<file path="config.mk">
export PLATFORM = sky130hd
export DESIGN_NAME = rational_arithmetic_unit
export DESIGN_NICKNAME = d
export VERILOG_FILES = /design/src/rtl/rau_pkg.sv /design/src/rtl/rational_arithmetic_unit.sv
export SDC_FILE = /design/constraint.sdc
export NUM_CORES = 2
export LEC_CHECK = 0
export ABC_AREA = 1
export BUFFER_PORTS_ARGS = -buffer_cell sky130_fd_sc_hd__buf_4
export CAP_MARGIN = 20
export CORE_MARGIN = 2
export CORE_UTILIZATION = 60
export CTS_CLUSTER_SIZE = 8
export DETAILED_ROUTE_END_ITERATION = 8
export GPL_ROUTABILITY_DRIVEN = 0
export PLACE_DENSITY = 0.89
export SLEW_MARGIN = 20
export SYNTH_ARGS = -nofsm -noshare
export SYNTH_HDL_FRONTEND = slang
export SYNTH_SLANG_ARGS = --single-unit
export TNS_END_PERCENT = 1
</file>
<file path="constraint.sdc">
create_clock -name clk -period 15.3 [get_ports clk]
set_input_delay 1.53 -clock clk [delete_from_list [all_inputs] [get_ports clk]]
set_output_delay 1.53 -clock clk [all_outputs]
set_load 0.005 [all_outputs]
</file>
<file path="src/rtl/rau_pkg.sv">
// Package: types, codes and widths for the rational arithmetic unit.
`default_nettype none
package rau_pkg;
  localparam int OperandWidth = 16;
  localparam int DenWidth = OperandWidth - 1;
  localparam int ProdWidth = 2 * OperandWidth;
  localparam int MagWidth = ProdWidth;
  localparam int CountWidth = $clog2(MagWidth + 1);

  typedef enum logic [1:0] {
    MODE_ADD = 2'd0,
    MODE_SUB = 2'd1,
    MODE_MUL = 2'd2,
    MODE_DIV = 2'd3
  } mode_t;

  typedef enum logic [3:0] {
    ST_IDLE,
    ST_MUL1,
    ST_MUL2,
    ST_MUL3,
    ST_COMBINE,
    ST_GCD_START,
    ST_MOD,
    ST_DIV_START,
    ST_DIV,
    ST_DIV_DONE,
    ST_OUT
  } state_t;

  typedef struct packed {
    mode_t                           mode;
    logic signed [OperandWidth-1:0]  left_num;
    logic        [DenWidth-1:0]      left_den;
    logic signed [OperandWidth-1:0]  right_num;
    logic        [DenWidth-1:0]      right_den;
  } in_t;

  typedef struct packed {
    logic signed [31:0] result_num;
    logic        [30:0] result_den;
    logic               status;
  } out_t;
endpackage
`default_nettype wire

</file>
<file path="src/rtl/rational_arithmetic_unit.sv">
// Top level: rational arithmetic with Euclidean reduction on one shared divider.
// From acceptance to out_valid: each Euclid step is one setup state and a bit-serial
// remainder; the rest is the product/setup states, two bit-serial divisions and the
// output state. Errors go from the first product state to the output state.
// Throughput: one transaction at a time; in_ready is high only when idle. The result
// register holds until taken. Reset clears the sequencer and the output valid; no memories.
`default_nettype none
module rational_arithmetic_unit (
  input  wire logic           clk,
  input  wire logic           rst,
  input  wire logic           in_valid,
  output logic                in_ready,
  input  wire rau_pkg::in_t   in_data,
  output logic                out_valid,
  input  wire logic           out_ready,
  output rau_pkg::out_t       out_data
);
  localparam int W = rau_pkg::MagWidth;
  localparam int CW = rau_pkg::CountWidth;

  rau_pkg::state_t state, state_next;
  rau_pkg::in_t    op;
  logic signed [W:0] prod_a, prod_b, prod_c;
  logic [W-1:0] den_m, num_m, gcd_a, gcd_b;
  logic [W-1:0] dividend, divisor, rem, quo;
  logic [CW-1:0] cnt;
  logic neg, div_second;
  logic [W-1:0] q_num;

  logic signed [rau_pkg::OperandWidth:0] mul_x, mul_y;
  logic signed [W+1:0] mul_p;
  logic [W:0] rem_sh;
  logic [W:0] rem_try;
  logic bad;

  assign bad = (op.left_den == '0) || (op.right_den == '0) ||
               (op.mode == rau_pkg::MODE_DIV && op.right_num == '0);
  assign mul_p = mul_x * mul_y;
  assign rem_sh = {rem, dividend[W-1]};
  assign rem_try = rem_sh - {1'b0, divisor};
  assign in_ready = (state == rau_pkg::ST_IDLE);

  always_comb begin
    mul_x = '0;
    mul_y = '0;
    unique case (state)
      rau_pkg::ST_MUL1: begin
        mul_x = (rau_pkg::OperandWidth+1)'(op.left_num);
        unique case (op.mode)
          rau_pkg::MODE_MUL: mul_y = (rau_pkg::OperandWidth+1)'(op.right_num);
          default: mul_y = {2'b00, op.right_den};
        endcase
      end
      rau_pkg::ST_MUL2: begin
        mul_x = {2'b00, op.left_den};
        unique case (op.mode)
          rau_pkg::MODE_DIV: mul_y = (rau_pkg::OperandWidth+1)'(op.right_num);
          rau_pkg::MODE_MUL: mul_y = {2'b00, op.right_den};
          default: mul_y = (rau_pkg::OperandWidth+1)'(op.right_num);
        endcase
      end
      rau_pkg::ST_MUL3: begin
        mul_x = {2'b00, op.left_den};
        mul_y = {2'b00, op.right_den};
      end
      default: ;
    endcase
  end

  always_comb begin
    state_next = state;
    unique case (state)
      rau_pkg::ST_IDLE: if (in_valid) state_next = rau_pkg::ST_MUL1;
      rau_pkg::ST_MUL1: state_next = bad ? rau_pkg::ST_OUT : rau_pkg::ST_MUL2;
      rau_pkg::ST_MUL2: state_next = rau_pkg::ST_MUL3;
      rau_pkg::ST_MUL3: state_next = rau_pkg::ST_COMBINE;
      rau_pkg::ST_COMBINE: state_next = rau_pkg::ST_GCD_START;
      rau_pkg::ST_GCD_START: begin
        if (num_m == '0) state_next = rau_pkg::ST_OUT;
        else if (gcd_b == '0) state_next = rau_pkg::ST_DIV_START;
        else state_next = rau_pkg::ST_MOD;
      end
      rau_pkg::ST_MOD: if (cnt == CW'(1)) state_next = rau_pkg::ST_GCD_START;
      rau_pkg::ST_DIV_START: state_next = rau_pkg::ST_DIV;
      rau_pkg::ST_DIV: if (cnt == CW'(1)) state_next = rau_pkg::ST_DIV_DONE;
      rau_pkg::ST_DIV_DONE:
        state_next = div_second ? rau_pkg::ST_OUT : rau_pkg::ST_DIV_START;
      rau_pkg::ST_OUT: if (!out_valid || out_ready) state_next = rau_pkg::ST_IDLE;
      default: state_next = rau_pkg::ST_IDLE;
    endcase
  end

  always_ff @(posedge clk) begin
    if (rst) begin
      state <= rau_pkg::ST_IDLE;
      out_valid <= 1'b0;
    end else begin
      state <= state_next;
      if (state == rau_pkg::ST_OUT && (!out_valid || out_ready)) out_valid <= 1'b1;
      else if (out_valid && out_ready) out_valid <= 1'b0;
    end
  end

  always_ff @(posedge clk) begin
    unique case (state)
      rau_pkg::ST_IDLE: begin
        if (in_valid) op <= in_data;
        div_second <= 1'b0;
      end
      rau_pkg::ST_MUL1: begin
        prod_a <= mul_p[W:0];
        q_num <= '0;
        den_m <= W'(1);
        neg <= 1'b0;
      end
      rau_pkg::ST_MUL2: prod_b <= mul_p[W:0];
      rau_pkg::ST_MUL3: prod_c <= mul_p[W:0];
      rau_pkg::ST_COMBINE: begin
        logic signed [W:0] n;
        logic [W:0] dd;
        n = '0;
        dd = '0;
        unique case (op.mode)
          rau_pkg::MODE_ADD: n = prod_a + prod_b;
          rau_pkg::MODE_SUB: n = prod_a - prod_b;
          rau_pkg::MODE_MUL: n = prod_a;
          default: n = prod_a;
        endcase
        unique case (op.mode)
          rau_pkg::MODE_MUL: dd = prod_b;
          rau_pkg::MODE_DIV: dd = prod_b[W] ? -prod_b : prod_b;
          default: dd = prod_c;
        endcase
        neg <= n[W] ^ (op.mode == rau_pkg::MODE_DIV && prod_b[W]);
        num_m <= n[W] ? W'(-n) : W'(n);
        den_m <= W'(dd);
        gcd_a <= n[W] ? W'(-n) : W'(n);
        gcd_b <= W'(dd);
      end
      rau_pkg::ST_GCD_START: begin
        dividend <= gcd_a;
        divisor <= gcd_b;
        rem <= '0;
        cnt <= CW'(W);
      end
      rau_pkg::ST_MOD, rau_pkg::ST_DIV: begin
        dividend <= {dividend[W-2:0], 1'b0};
        if (!rem_try[W]) begin
          rem <= rem_try[W-1:0];
          quo <= {quo[W-2:0], 1'b1};
        end else begin
          rem <= rem_sh[W-1:0];
          quo <= {quo[W-2:0], 1'b0};
        end
        cnt <= cnt - CW'(1);
        if (state == rau_pkg::ST_MOD && cnt == CW'(1)) begin
          gcd_a <= gcd_b;
          gcd_b <= !rem_try[W] ? rem_try[W-1:0] : rem_sh[W-1:0];
        end
      end
      rau_pkg::ST_DIV_START: begin
        dividend <= div_second ? den_m : num_m;
        divisor <= gcd_a;
        rem <= '0;
        quo <= '0;
        cnt <= CW'(W);
      end
      rau_pkg::ST_DIV_DONE: begin
        if (div_second) den_m <= quo;
        else q_num <= quo;
        div_second <= 1'b1;
      end
      rau_pkg::ST_OUT: begin
        if (!out_valid || out_ready) begin
          out_data.status <= bad;
          if (bad || num_m == '0) begin
            out_data.result_num <= '0;
            out_data.result_den <= 31'd1;
          end else begin
            out_data.result_num <= neg ? 32'(-q_num) : 32'(q_num);
            out_data.result_den <= den_m[30:0];
          end
        end
      end
      default: ;
    endcase
  end
endmodule
`default_nettype wire
</file>
Word-level counts from Yosys, hierarchy flattened --
Index checks and enable logic that the tools add are counted.
Cells by class: add/subtract/negate cells 7, multiply operators 1, equality and inequality tests 21, muxes and demuxes 39, bitwise logic cells 1, reductions and logical operators 36
Operators with widths (number):
- 32-bit case mux with 2 select lines | 7
- 32-bit 2-to-1 mux | 9
- 32-bit case mux with 3 select lines | 2
- 32-bit negation | 3
- 33-bit case mux with 2 select lines | 1
- 32-bit logical NOT | 2
- 17-bit case mux with 3 select lines | 1
- 4-bit case mux with 11 select lines | 1
- 17-bit 2-to-1 mux | 2
- 17-bit case mux with 2 select lines | 1
- 33-bit adder | 1
- 17-bit by 17-bit multiplier with 33-bit output | 1
- 33-bit 2-to-1 mux | 1
- 33-bit by 32-bit subtractor with 33-bit output | 1
- 33-bit subtractor | 1
- 15-bit logical NOT | 2
- 4-bit 2-to-1 mux | 7
- 4-bit by 3-bit equality test with 1-bit output, second input constant | 4
- 16-bit logical NOT | 1
- 2-bit nonzero test | 8
- 2-bit inequality test, second input constant | 7
- 4-bit equality test, second input constant | 3
- 6-bit case mux with 2 select lines | 1
- 2-bit AND reduction | 5
- other kinds (17) | 33
Storage, ports and cells: flip-flop bits (word level) 527, input port bits 68, output and inout port bits 66, word-level logic and storage cells 130

Longest topological paths before layout --
word-level depth 6, mapped depth 37, mapped depth without buffers 37

Worst setup path before layout --
Ideal clock, no wire load.
kind register -> register, from register state[1], to register prod_a[31], data pin, setup time 0.267 ns, data arrival time 8.164 ns, required time 15.033 ns, path slack 6.868 ns, stages on the path, launching flop included 32, buffers on the path 2, clock period less this slack 8.432 ns, cells stage by stage dfxtp_1 -> inv_2 -> nor2_1 -> inv_1 -> nor2_1 -> inv_1 -> o21ai_1 -> a21oi_1 -> buf_4 -> o21ai_2 -> buf_2 -> nand2_1 -> fa_1 -> inv_1 -> fa_1 -> inv_1 -> fa_1 -> fa_1 -> fa_1 -> fa_1 -> inv_1 -> ha_1 -> nand2_1 -> nor3_1 -> nand3_1 -> nand3_1 -> nand2_1 -> nand2_1 -> a21oi_1 -> nor2_1 -> nor2_1 -> xor2_1
Between the ends: cells in the longest elaborated chain, start to end 4, elaborated cells between the ends (all ways) 7, those cells by class 1 x mul; 3 x eq/ne; 2 x mux; 1 x reduce/logical
RTL lines:
- start: declaration | RTL line rational_arithmetic_unit.sv:21 | rau_pkg::state_t state, state_next;
- start signal: assignment | RTL line rational_arithmetic_unit.sv:95 | state <= rau_pkg::ST_IDLE;
- start signal: assignment | RTL line rational_arithmetic_unit.sv:98 | state <= state_next;
- 4-bit by 2-bit equality test with 1-bit output | RTL line rational_arithmetic_unit.sv:46 | unique case (state)
- 2-bit OR reduction (no source line)
- 17-bit case mux with 2 select lines | RTL line rational_arithmetic_unit.sv:46
- 17-bit by 17-bit multiplier with 33-bit output (*) | RTL line rational_arithmetic_unit.sv:38 | assign mul_p = mul_x * mul_y;
- via mul_p[31] | RTL line rational_arithmetic_unit.sv:31 | logic signed [W+1:0] mul_p;
- end signal: assignment | RTL line rational_arithmetic_unit.sv:111 | prod_a <= mul_p[W:0];
- end: declaration | RTL line rational_arithmetic_unit.sv:23 | logic signed [W:0] prod_a, prod_b, prod_c;
The timed path passes the listed nets; every way through them passes the cells marked *. A chain may end at the register's enable or synchronous reset.

Final worst setup path --
from register state[2], to register prod_b[31], data pin
Between the ends: cells in the longest elaborated chain, start to end 4, elaborated cells between the ends (all ways) 7, those cells by class 1 x mul; 3 x eq/ne; 2 x mux; 1 x reduce/logical
RTL lines:
- 4-bit by 2-bit equality test with 1-bit output | RTL line rational_arithmetic_unit.sv:46
- 2-bit OR reduction (no source line)
- 17-bit case mux with 2 select lines | RTL line rational_arithmetic_unit.sv:46
- 17-bit by 17-bit multiplier with 33-bit output (*) | RTL line rational_arithmetic_unit.sv:38
- via mul_p[31] | RTL line rational_arithmetic_unit.sv:31
- end signal: assignment | RTL line rational_arithmetic_unit.sv:116 | rau_pkg::ST_MUL2: prod_b <= mul_p[W:0];
- end: declaration | RTL line rational_arithmetic_unit.sv:23
Marked as above.

==> flow_summary_export.csv <==
group,metric,value,unit
layout,final_util,66.3,%
sta,setup_tns,0,ps
detailed_routing,remaining_drc_errors,8,
sta,drv_slew,0,
outcome,violations,"DRC",
power,ir_worst_vdd,143,uV
floorplan,core-area,65600,sq um
min_path,hp-class,"reg2reg",
worst_setup_path,arrival,10010,ps
cts,htreeDepth,3,
logic_synthesis,yosysMostFrequentCell,"nand2_1",
logic_synthesis,synthTopCellsByArea,"edfxtp_1 40%, fa_1 14%, nand2_1 11%",
cts,cts_max_path_buffers,3,
worst_setup_path,end_kind,"flip-flop",
worst_setup_path,worstRegToRegCells,32,
worst_setup_path,critPathMaxStageDelay,790,ps
logic_synthesis,synth-edff-count,522,
floorplan,die_w,261,microns
place,place_hpwl,80300,microns
sta,finalClockSkew,30.8,ps
logic_synthesis,synth_seq_cells,527,
min_path,hold_path_depth,2,
global_routing,use_met2,54.8,%
floorplan,ios,134,
detailed_routing,post_drt_wl_per_cell,20.3,microns
logic_synthesis,synth_area_per_cell,8.63,sq um
power,p_leak,20.6,nW
global_routing,use_met3,8.02,%
sta,clock.fmax,104,MHz
power,p_per_area,196,nW/um^2
cts,clk_latency,640,ps
global_routing,grt_usage,33.3,%
cts,clockRootBuffer,"clkbuf_16",
floorplan,start_util,60.4,%
logic_synthesis,async_reset_ff_share,0,%
place,port_buffers,133,
cts,holdBufCountCts,0,
cts,clk_pin_slew,60,ps
sta,fin_crit,9640,ps
global_routing,grt_util_met1,40.2,%
global_routing,antenna_found_initial,1,
detailed_routing,dr.first_iter.drc_count,5257,
sta,hold_violations,0,
sta,rsz0062_at_grt,"false",
logic_synthesis,ys_types,66,
logic_synthesis,netlist_instances,4593,
floorplan,die_h,261,microns
global_routing,overflow,0,
layout,drive_gt1_share,8.17,%
logic_synthesis,yosys_warnings,0,
detailed_routing,vias,33800,
logic_synthesis,synth_top_cell_by_area,"edfxtp_1",
cts,clock-sinks,527,
logic_synthesis,synth_area,39600,sq um
detailed_routing,vias_per_cell,6.08,
layout,fin_nets,5187,
layout,area_growth,9.78,%
cts,numCtsBuffers,76,
logic_synthesis,netlist.area_leader.share,39.5,%
sta,tightest_slew,1190,ps
sta,maxSlewHeadroom,20.6,%
worst_setup_path,cp-start-kind,"flip-flop",
worst_setup_path,crit_slowest_cell,"fa_1",
logic_synthesis,netlist_top_cells_count,"1131 x nand2_1, 912 x inv_1, 522 x edfxtp_1",
floorplan,dieArea,68100,sq um
logic_synthesis,synth_nets,5097,
worst_setup_path,critPathKind,"reg2reg",
sta,finalCritPeriodShare,63.0,%
cts,cts_tree,"yes",
detailed_routing,first_pass_iters,9,
global_routing,busiest_layer,"met2",
global_routing,grt_pass1_wl,176000,microns
detailed_routing,drt-total-wl,113000,microns
sta,final-setup-viol-count,0,
logic_synthesis,synth-main-ff-cell,"edfxtp_1",
detailed_routing,ant_nets,0,
global_routing,grt_max_degree,90,
floorplan,rows,94,
worst_setup_path,worstPathMaxFanout,33,
run,maxCapViolations,0,
worst_setup_path,required,15660,ps
outcome,status,"complete, but fails checks",
cts,ctsResizeCount,0,
cts,postCtsSetupBuffers,0,
logic_synthesis,ys_seq_area_share,39.8,%
global_routing,first_global_vias,33400,
[through the flow]
stage	instance area, sq um	instances	setup WS [ps]	power, W	hold WS, ps
6_report	43500	5567	5660	0.00853	536
3_5_place_dp	41300	5469	6050	0.00670	535
3_3_place_gp	41300	5469	6310	0.00646	529
2_1_floorplan	39600	4593	6870	0.00555	492
5_1_grt	43500	5567	5220	0.00905	561
4_1_cts	43500	5566	5890	0.00833	530
[routing by layer]
layer  vias to the layer above  part of all wire (%)
li1                      14800                     -
met1                     15700                    34
met2                      2678                    47
met3                       661                    12
met4                         0                   6.7
met5                         -                     0
[cell type report]
class / instances / area [sq um]
Fill cell: 4577 / 22100
Multi-Input combinational cell: 2987 / 19800
Sequential cell: 527 / 15800
Inverter: 925 / 3470
Clock buffer: 88 / 1970
Timing Repair Buffer: 166 / 1250
Tap cell: 864 / 1080
Clock inverter: 9 / 196
Antenna cell: 1 / 2.50
[critical path, delay by kind of cell (launching register included)]
family | cells | cell delay (ps)
AND/OR/NAND/NOR | 12 | 2290
flip-flops | 1 | 320
adder cells (fa/ha/maj) | 7 | 3820
buffers and inverters | 8 | 1560
AO/OA/AOI/OAI | 4 | 1160
XOR/XNOR | 1 | 160
[state kept, by name, summed over array words and instances (netlist names), 33 cells and up]
| name | count |
|---|---|
| op | 64 |
| prod_b | 33 |
| out_data | 64 |
| prod_a | 33 |
[cell families (layout without fill, tap and decap cells)]
logic type	count (synthesis)	count (layout)	share of synthesized area, %
AO/OA/AOI/OAI	568	568	8.50
flip-flops	527	527	39.8
AND/OR/NAND/NOR	1886	1886	19.9
XOR/XNOR	97	97	2.14
buffers and inverters	1079	1188	10.5
other	0	1	0
adder cells (fa/ha/maj)	436	436	19.1
[power breakdown]
part | internal [W] | leakage, nW | switching, W
clock | 0.000924 | 1.04 | 0.000641
combinational | 0.00139 | 14.7 | 0.00318
sequential | 0.00219 | 4.85 | 0.000198
[cell usage in the layout, fill, tap and decap left out, drive strengths merged, types with 35 or more instances in the layout]
cell / instances
o21ai: 273
nor4: 36
fa: 284
nand3: 213
or2: 61
xor2: 62
edfxtp: 522
nor2: 353
a21oi: 146
clkbuf: 88
nor3: 39
buf: 166
inv: 923
ha: 152
nand2: 1135
xnor2: 35
[path summary, 6_finish.rpt]
path / from / endpoint / slack (ps)
max: state[2] / prod_b[31] / 5660
min: gcd_a[26] / divisor[26] / 540
max reg2reg: state[2] / prod_b[31] / 5660
min reg2reg: gcd_a[26] / divisor[26] / 540
Power figures use the tool's default switching activity.
